## src/rtl/ptd_pkg.sv

```systemverilog
`default_nettype none
package ptd_pkg;

	// field and datapath widths
	localparam int COORD_W    = 32;
	localparam int DIFF_W     = COORD_W + 1;
	localparam int RF_W       = 208;
	localparam int NREG       = 28;
	localparam int RA_W       = 5;
	localparam int ROOT_W     = 32;
	localparam int BIT_W      = 5;
	localparam int ROOT_SHIFT = 2 * (ROOT_W - 1);
	localparam int NUOP       = 40;
	localparam int PC_W       = 6;

	// tolerance of 0.01 as the rational 1/100
	localparam int TOL_SCALE  = 100;
	localparam int TOL_SPAN   = 101;

	localparam logic [COORD_W-1:0] DIST_MAX = 32'h7fff_ffff;
	localparam logic [COORD_W-1:0] DIST_MIN = 32'h8000_0000;

	typedef logic [RA_W-1:0] raddr_t;

	// scratch register map
	localparam raddr_t R_TX   = 5'd0;
	localparam raddr_t R_TY   = 5'd1;
	localparam raddr_t R_TZ   = 5'd2;
	localparam raddr_t R_E1X  = 5'd3;
	localparam raddr_t R_E1Y  = 5'd4;
	localparam raddr_t R_E1Z  = 5'd5;
	localparam raddr_t R_E2X  = 5'd6;
	localparam raddr_t R_E2Y  = 5'd7;
	localparam raddr_t R_E2Z  = 5'd8;
	localparam raddr_t R_K100 = 5'd9;
	localparam raddr_t R_K101 = 5'd10;
	localparam raddr_t R_AA   = 5'd11;
	localparam raddr_t R_AB   = 5'd12;
	localparam raddr_t R_BB   = 5'd13;
	localparam raddr_t R_TA   = 5'd14;
	localparam raddr_t R_TB   = 5'd15;
	localparam raddr_t R_DET  = 5'd16;
	localparam raddr_t R_N1   = 5'd17;
	localparam raddr_t R_N2   = 5'd18;
	localparam raddr_t R_H1   = 5'd19;
	localparam raddr_t R_H2   = 5'd20;
	localparam raddr_t R_KD   = 5'd21;
	localparam raddr_t R_TMP  = 5'd22;
	localparam raddr_t R_C0   = 5'd23;
	localparam raddr_t R_C1   = 5'd24;
	localparam raddr_t R_C2   = 5'd25;
	localparam raddr_t R_TC   = 5'd26;
	localparam raddr_t R_PP   = 5'd27;

	typedef enum logic [2:0] {
		OP_MUL = 3'd0,
		OP_MAC = 3'd1,
		OP_MSC = 3'd2,
		OP_ADD = 3'd3,
		OP_SUB = 3'd4
	} op_t;

	typedef struct packed {
		op_t    op;
		raddr_t dst;
		raddr_t a;
		raddr_t b;
		logic   chk_neg;
		logic   chk_zero;
		logic   save_sign;
	} uop_t;

	typedef struct packed {
		logic                      command;
		logic signed [COORD_W-1:0] v0_x;
		logic signed [COORD_W-1:0] v0_y;
		logic signed [COORD_W-1:0] v0_z;
		logic signed [COORD_W-1:0] v1_x;
		logic signed [COORD_W-1:0] v1_y;
		logic signed [COORD_W-1:0] v1_z;
		logic signed [COORD_W-1:0] v2_x;
		logic signed [COORD_W-1:0] v2_y;
		logic signed [COORD_W-1:0] v2_z;
		logic                      last_triangle;
	} req_t;

	typedef struct packed {
		logic signed [COORD_W-1:0] min_distance;
		logic                      found;
		logic                      near;
	} res_t;

	typedef struct packed {
		logic start;
		op_t  op;
	} alu_cmd_t;

	typedef struct packed {
		logic            done;
		logic [RF_W-1:0] data;
	} alu_res_t;

	function automatic uop_t mk(input op_t op, input raddr_t dst, input raddr_t a,
		input raddr_t b, input logic cn, input logic cz, input logic ss);
		uop_t u;
		u.op        = op;
		u.dst       = dst;
		u.a         = a;
		u.b         = b;
		u.chk_neg   = cn;
		u.chk_zero  = cz;
		u.save_sign = ss;
		return u;
	endfunction

	// per-triangle program: gram terms, metric, tolerance tests, triple product
	function automatic uop_t uop(input logic [PC_W-1:0] pc);
		uop_t u;
		case (pc)
			6'd0:  u = mk(OP_MUL, R_AA, R_E1X, R_E1X, 1'b0, 1'b0, 1'b0);
			6'd1:  u = mk(OP_MAC, R_AA, R_E1Y, R_E1Y, 1'b0, 1'b0, 1'b0);
			6'd2:  u = mk(OP_MAC, R_AA, R_E1Z, R_E1Z, 1'b0, 1'b0, 1'b0);
			6'd3:  u = mk(OP_MUL, R_AB, R_E1X, R_E2X, 1'b0, 1'b0, 1'b0);
			6'd4:  u = mk(OP_MAC, R_AB, R_E1Y, R_E2Y, 1'b0, 1'b0, 1'b0);
			6'd5:  u = mk(OP_MAC, R_AB, R_E1Z, R_E2Z, 1'b0, 1'b0, 1'b0);
			6'd6:  u = mk(OP_MUL, R_BB, R_E2X, R_E2X, 1'b0, 1'b0, 1'b0);
			6'd7:  u = mk(OP_MAC, R_BB, R_E2Y, R_E2Y, 1'b0, 1'b0, 1'b0);
			6'd8:  u = mk(OP_MAC, R_BB, R_E2Z, R_E2Z, 1'b0, 1'b0, 1'b0);
			6'd9:  u = mk(OP_MUL, R_TA, R_E1X, R_TX, 1'b0, 1'b0, 1'b0);
			6'd10: u = mk(OP_MAC, R_TA, R_E1Y, R_TY, 1'b0, 1'b0, 1'b0);
			6'd11: u = mk(OP_MAC, R_TA, R_E1Z, R_TZ, 1'b0, 1'b0, 1'b0);
			6'd12: u = mk(OP_MUL, R_TB, R_E2X, R_TX, 1'b0, 1'b0, 1'b0);
			6'd13: u = mk(OP_MAC, R_TB, R_E2Y, R_TY, 1'b0, 1'b0, 1'b0);
			6'd14: u = mk(OP_MAC, R_TB, R_E2Z, R_TZ, 1'b0, 1'b0, 1'b0);
			6'd15: u = mk(OP_MUL, R_DET, R_AA, R_BB, 1'b0, 1'b0, 1'b0);
			6'd16: u = mk(OP_MSC, R_DET, R_AB, R_AB, 1'b0, 1'b1, 1'b0);
			6'd17: u = mk(OP_MUL, R_N1, R_BB, R_TA, 1'b0, 1'b0, 1'b0);
			6'd18: u = mk(OP_MSC, R_N1, R_AB, R_TB, 1'b0, 1'b0, 1'b0);
			6'd19: u = mk(OP_MUL, R_N2, R_AA, R_TB, 1'b0, 1'b0, 1'b0);
			6'd20: u = mk(OP_MSC, R_N2, R_AB, R_TA, 1'b0, 1'b0, 1'b0);
			6'd21: u = mk(OP_MUL, R_H1, R_N1, R_K100, 1'b0, 1'b0, 1'b0);
			6'd22: u = mk(OP_MUL, R_H2, R_N2, R_K100, 1'b0, 1'b0, 1'b0);
			6'd23: u = mk(OP_MUL, R_KD, R_DET, R_K101, 1'b0, 1'b0, 1'b0);
			6'd24: u = mk(OP_ADD, R_TMP, R_H1, R_DET, 1'b1, 1'b0, 1'b0);
			6'd25: u = mk(OP_SUB, R_TMP, R_KD, R_H1, 1'b1, 1'b0, 1'b0);
			6'd26: u = mk(OP_ADD, R_TMP, R_H2, R_DET, 1'b1, 1'b0, 1'b0);
			6'd27: u = mk(OP_SUB, R_TMP, R_KD, R_H2, 1'b1, 1'b0, 1'b0);
			6'd28: u = mk(OP_SUB, R_TMP, R_KD, R_H1, 1'b0, 1'b0, 1'b0);
			6'd29: u = mk(OP_SUB, R_TMP, R_TMP, R_H2, 1'b1, 1'b0, 1'b0);
			6'd30: u = mk(OP_MUL, R_C0, R_E1Y, R_E2Z, 1'b0, 1'b0, 1'b0);
			6'd31: u = mk(OP_MSC, R_C0, R_E1Z, R_E2Y, 1'b0, 1'b0, 1'b0);
			6'd32: u = mk(OP_MUL, R_C1, R_E1Z, R_E2X, 1'b0, 1'b0, 1'b0);
			6'd33: u = mk(OP_MSC, R_C1, R_E1X, R_E2Z, 1'b0, 1'b0, 1'b0);
			6'd34: u = mk(OP_MUL, R_C2, R_E1X, R_E2Y, 1'b0, 1'b0, 1'b0);
			6'd35: u = mk(OP_MSC, R_C2, R_E1Y, R_E2X, 1'b0, 1'b0, 1'b0);
			6'd36: u = mk(OP_MUL, R_TC, R_C0, R_TX, 1'b0, 1'b0, 1'b0);
			6'd37: u = mk(OP_MAC, R_TC, R_C1, R_TY, 1'b0, 1'b0, 1'b0);
			6'd38: u = mk(OP_MAC, R_TC, R_C2, R_TZ, 1'b0, 1'b0, 1'b1);
			6'd39: u = mk(OP_MUL, R_PP, R_TC, R_TC, 1'b0, 1'b0, 1'b0);
			default: u = mk(OP_MUL, R_TMP, R_TX, R_TX, 1'b0, 1'b0, 1'b0);
		endcase
		return u;
	endfunction

endpackage
`default_nettype wire

```

## src/rtl/ptd_isqrt.sv

```systemverilog
`default_nettype none
module ptd_isqrt (
	input  wire logic                        clk,
	input  wire logic                        arst_n,
	input  wire logic                        start,
	input  wire logic [ptd_pkg::RF_W-1:0]    p,
	input  wire logic [ptd_pkg::RF_W-1:0]    d,
	output logic                             done,
	output logic      [ptd_pkg::ROOT_W-1:0]  root
);

	localparam int W = ptd_pkg::RF_W;

	typedef enum logic [2:0] {
		RT_IDLE = 3'b001,
		RT_SUM  = 3'b010,
		RT_TRY  = 3'b100
	} rt_state_t;

	rt_state_t                     state_q;
	logic [ptd_pkg::BIT_W-1:0]     bit_q;
	logic                          done_q;
	logic [W-1:0]                  rem_q;
	logic [W-1:0]                  q_q;
	logic [W-1:0]                  dq_q;
	logic [W-1:0]                  x_q;
	logic [ptd_pkg::ROOT_W-1:0]    root_q;
	logic [W-1:0]                  y;
	logic                          ok;

	// rem = p - m*m*d, q = m*d << (b+1), dq = d << 2b
	assign y  = rem_q - x_q;
	assign ok = !y[W-1];

	always_ff @(posedge clk or negedge arst_n) begin
		if (!arst_n) begin
			state_q <= RT_IDLE;
			bit_q   <= '0;
			done_q  <= 1'b0;
		end else begin
			done_q <= 1'b0;
			case (state_q)
				RT_IDLE: begin
					if (start) begin
						state_q <= RT_SUM;
						bit_q   <= ptd_pkg::BIT_W'(ptd_pkg::ROOT_W - 1);
					end
				end
				RT_SUM: state_q <= RT_TRY;
				RT_TRY: begin
					if (bit_q == '0) begin
						state_q <= RT_IDLE;
						done_q  <= 1'b1;
					end else begin
						state_q <= RT_SUM;
						bit_q   <= bit_q - 1'b1;
					end
				end
				default: state_q <= RT_IDLE;
			endcase
		end
	end

	always_ff @(posedge clk) begin
		if (state_q == RT_IDLE && start) begin
			rem_q  <= p;
			q_q    <= '0;
			dq_q   <= d << ptd_pkg::ROOT_SHIFT;
			root_q <= '0;
		end else if (state_q == RT_SUM) begin
			x_q <= q_q + dq_q;
		end else if (state_q == RT_TRY) begin
			if (ok) begin
				rem_q         <= y;
				root_q[bit_q] <= 1'b1;
			end
			q_q  <= (q_q >> 1) + (ok ? dq_q : '0);
			dq_q <= dq_q >> 2;
		end
	end

	assign done = done_q;
	assign root = root_q;

endmodule
`default_nettype wire

```

## config.mk

```make
export PLATFORM = sky130hd
export DESIGN_NAME = ptd_isqrt
export DESIGN_NICKNAME = d
export VERILOG_FILES = /design/src/rtl/ptd_pkg.sv /design/src/rtl/ptd_isqrt.sv
export SDC_FILE = /design/constraint.sdc
export NUM_CORES = 2
export LEC_CHECK = 0
export BUFFER_PORTS_ARGS = -buffer_cell sky130_fd_sc_hd__buf_4
export CORE_ASPECT_RATIO = 1.75
export CORE_MARGIN = 2
export CORE_UTILIZATION = 25
export DETAILED_ROUTE_END_ITERATION = 10
export HOLD_SLACK_MARGIN = 0.05
export PLACE_DENSITY_LB_ADDON = 0.15
export SYNTH_ARGS = -nofsm -noshare
export SYNTH_HDL_FRONTEND = slang
export SYNTH_SLANG_ARGS = --single-unit
```

## constraint.sdc

```tcl
create_clock -name clk -period 20.2 [get_ports clk]
set_clock_uncertainty 0.1 [all_clocks]
set_input_delay 4.04 -clock clk [delete_from_list [all_inputs] [get_ports clk]]
set_output_delay 4.04 -clock clk [all_outputs]
set_load 0.02 [all_outputs]
```

==> key figures <==
CTS
  – Number of buffers inserted for hold repair after clock tree synthesis: 0
  – Number of post-CTS setup repair buffers: 0
  – Maximum clock path buffer count: 3
  – Count of clock tree sinks: 873
  – Clock transition at the registers of the reported paths: 0.07 ns
  – Cts bufs inserted: 104
  – Latest clock arrival within the worst-skew pair: 0.81 ns
  – TritonCTS clock tree: built
  – CTS H-Tree Depth: 3
  – Number of gates resized after CTS: 0
  – Root buffer cell: clkbuf_16

Setup path
  – Reg-to-reg endpoint: q_q[206]$_SDFFE_PP0P_
  – CP peak stage delay: 0.85 ns
  – R2R Path Start: x_q[29]$_DFFE_PP_
  – Internal reg-to-reg setup slack: 7.35 ns
  – Worst Path Required: 20.73 ns
  – Worst Path Class, Setup: reg -> reg
  – Cell with the biggest individual delay on the critical path: a21oi_2
  – Critical path endpoint category: flop
  – Highest fanout seen on the critical path: 44
  – Critical Path Start Type: flop
  – FF-to-FF path depth: 35
  – Worst path arrival time: 13.38 ns

Die
  – Starting Density: 0.251
  – Die outline height: 727 um
  – Core Region: 297000 um2
  – Die Outline Area: 303000 um2
  – Cell row count: 265
  – Top-level I/O count: 452
  – DIE WIDTH: 417 um

Global route
  – Pin count of the biggest net entering global routing: 155
  – Residual overflow from global routing: 0
  – Global-route wire length before repair: 511000 um
  – Initial antenna violation count: 36
  – Global-route total usage across every layer: 0.230
  – Vias in the first global route: 74600

Worst hold path
  – Hold path start: q_q[0]$_SDFFE_PP0P_
  – Terminating pin of the worst hold path: q_q[0]$_SDFFE_PP0P_
  – Hold/Removal Path Class: reg -> reg
  – Number of cells on the worst hold path: 2

Cells and area
  – Multi-input logic area: 47900 um2
  – Highest-count cells in the layout ignoring fill and taps: a21oi_1 (1412), nand2_1 (1194), nor2_1 (784)
  – Number of fill cells in the layout: 32500
  – Most common library cell in the layout ignoring fill and taps: a21oi_1
  – Utilization after layout: 0.284
  – Total Nets Final: 10500
  – Register area: 23100 um2
  – Fraction of final layout cells sized beyond drive strength 1: 0.0757
  – P&R area growth vs syn: 13.3%

Routing
  – Post-DR vias/cell: 5.34
  – Detailed-route wire length: 362000 um
  – DRC violation total after the first TritonRoute iteration: 4557
  – Number of optimization iterations in the first detailed-route pass: 6
  – Post-DR wirelength/cell: 26.8 um
  – # DRC: 0
  – Overall via count from detail_route: 72000
  – Number of nets with antenna violations after routing: 0

Pwr
  – Sw frac: 0.502
  – Clock network fraction of total power: 0.160
  – Logic pwr share: 0.593
  – PD cells: 152 nW/um2
  – Int Pwr: 6.39 mW
  – Max IR drop VDD: 0.000132 V
  – Leakage dissipation: 33.2 nW
  – Net switching power: 6.44 mW
  – Sequential cell fraction of total power: 0.246

Placed design
  – Pre-CTS setup slack: 7.41 ns
  – Port Buffers: 389
  – Half-perimeter wire length after placement: 302000 um
  – Final GP Congestion: 0.980

Logic synthesis
  – Proportion of synthesized flip-flops having asynchronous set or reset: 0.0103
  – Total standard cell area after synthesis: 74600 um2
  – Total of flip-flops plus latches after synthesis: 873
  – Mean instance size in the synthesized netlist: 7.88 um2
  – Unique masters post-synth: 105
  – Most used DFF post-synth: edfxtp_1
  – Yosys warning total: 0
  – Synthesized Nets: 10500
  – Number of enable flip-flop cells after synthesis: 562
  – Fraction of the yosys area taken by sequential cells: 0.310
  – Gate Count Post-Synth: 9465

STA
  – Worst slew slack as a fraction of its limit: 0.0455
  – Final setup violation count: 0
  – Shortest period the worst path allows: 12.85 ns
  – Total Neg Setup Slack: 0 ns
  – Hold violation count in the final report: 0
  – F_max: 0.0778 GHz
  – Slew at the pin closest to its max-slew limit: 1.43 ns
  – Unrepaired setup endpoints after global routing: false
  – Worst setup margin: 7.35 ns
  – Post-route fraction of the period consumed by the critical path: 0.636
  – Slew Viols, Final: 0

Run status
  – Status: complete, no violations

Run
  – Number of max-capacitance violations reported: 0
==> Yosys cell counts, types with 132 or more instances <==
master | number | share of area
dfxtp_1 | 302 | 0.081
a22o_1 | 148 | 0.017
nor3_1 | 132 | 0.0089
a21o_1 | 288 | 0.029
o21ai_0 | 679 | 0.046
xor2_1 | 222 | 0.026
clkbuf_1 | 470 | 0.024
nand2_1 | 1196 | 0.060
edfxtp_1 | 562 | 0.23
inv_1 | 441 | 0.022
a21oi_1 | 1413 | 0.095
nand4_1 | 323 | 0.027
ha_1 | 625 | 0.10
xnor2_1 | 386 | 0.045
and2_1 | 245 | 0.021
nor2_1 | 785 | 0.039
o21bai_1 | 223 | 0.022
==> cell type report <==
type | count | share of cell area
inverters | 441 | 0.0196
diodes | 26 | 0.000770
clock buffers | 120 | 0.0320
clock inverters | 76 | 0.0104
repair buffers | 433 | 0.0390
multi-input cells | 7644 | 0.567
flip-flops and latches | 873 | 0.274
well taps | 3871 | 0.0573
==> registers in the layout, indices dropped and copies added, names as in the netlist <==
register,count
dq_q,208
q_q,208
rem_q,208
x_q,208
root,32
bit_q,5
state_q,3
done,1
==> per-stage QoR <==
stage	power, mW	std cells	instance area, um2	hold slack, ns
3_3_place_gp	10.8	13300	80900	0.355
6_report	12.8	13500	84500	0.369
3_5_place_dp	10.8	13300	80900	0.353
5_1_grt	13.6	13500	84500	0.380
2_1_floorplan	8.20	9465	74600	0.341
4_1_cts	12.9	13500	84500	0.365
==> routing by layer <==
| layer | up-vias | global-route usage | routed length, um |
|---|---|---|---|
| li1 | 34300 | - | - |
| met1 | 34800 | 0.202 | 114000 |
| met2 | 2006 | 0.461 | 200000 |
| met3 | 852 | 0.0225 | 11800 |
| met4 | 4 | 0.197 | 36100 |
| met5 | - | 0 | 27 |
==> how the worst max path moves through the flow <==
stage | startpoint | end | slack (ns) | cells after the start
2_1_floorplan | state_q[2]$_DFFE_PN0P_ | x_q[0]$_DFFE_PP_ | 3.56 | 1
3_3_place_gp | x_q[29]$_DFFE_PP_ | q_q[206]$_SDFFE_PP0P_ | 7.35 | 35
3_5_place_dp | x_q[29]$_DFFE_PP_ | q_q[206]$_SDFFE_PP0P_ | 7.41 | 35
4_1_cts | x_q[29]$_DFFE_PP_ | q_q[206]$_SDFFE_PP0P_ | 7.34 | 35
5_1_grt | x_q[29]$_DFFE_PP_ | q_q[196]$_SDFFE_PP0P_ | 7.06 | 34
6_report | x_q[29]$_DFFE_PP_ | q_q[206]$_SDFFE_PP0P_ | 7.35 | 35
==> worst max-delay path: cells and delay by family, from the launching register on <==
family	cells	cell delay (ns)
XOR/XNOR	2	0.28
flip-flops	1	0.34
AND/OR/NAND/NOR	8	2.03
AO/OA/AOI/OAI	19	7.99
adder cells (fa/ha/maj)	3	1.10
buffers and inverters	3	0.70
==> power groups by stage <==
stage          Clock [mW]  Sequential (mW)  Combinational (mW)
6_report             2.05             3.16                7.61
3_3_place_gp            0             3.20                7.57
5_1_grt              2.16             3.19                8.29
3_5_place_dp            0             3.19                7.59
2_1_floorplan           0             2.98                5.21
4_1_cts              2.11             3.16                7.63
==> cells by family (layout without fill, tap and decap cells) <==
kind of cell / after synthesis / in the layout / share of synthesized area
simple gates: 3071 / 3071 / 0.190
compound gates: 3335 / 3335 / 0.274
mux: 1 / 1 / 0.000134
fa+ha+maj: 628 / 628 / 0.106
other cells: 0 / 26 / 0
flops: 873 / 873 / 0.310
xor+xnor: 609 / 609 / 0.0716
buf+inv: 948 / 1070 / 0.0483
Note: power is estimated with default switching activity, not from simulation.
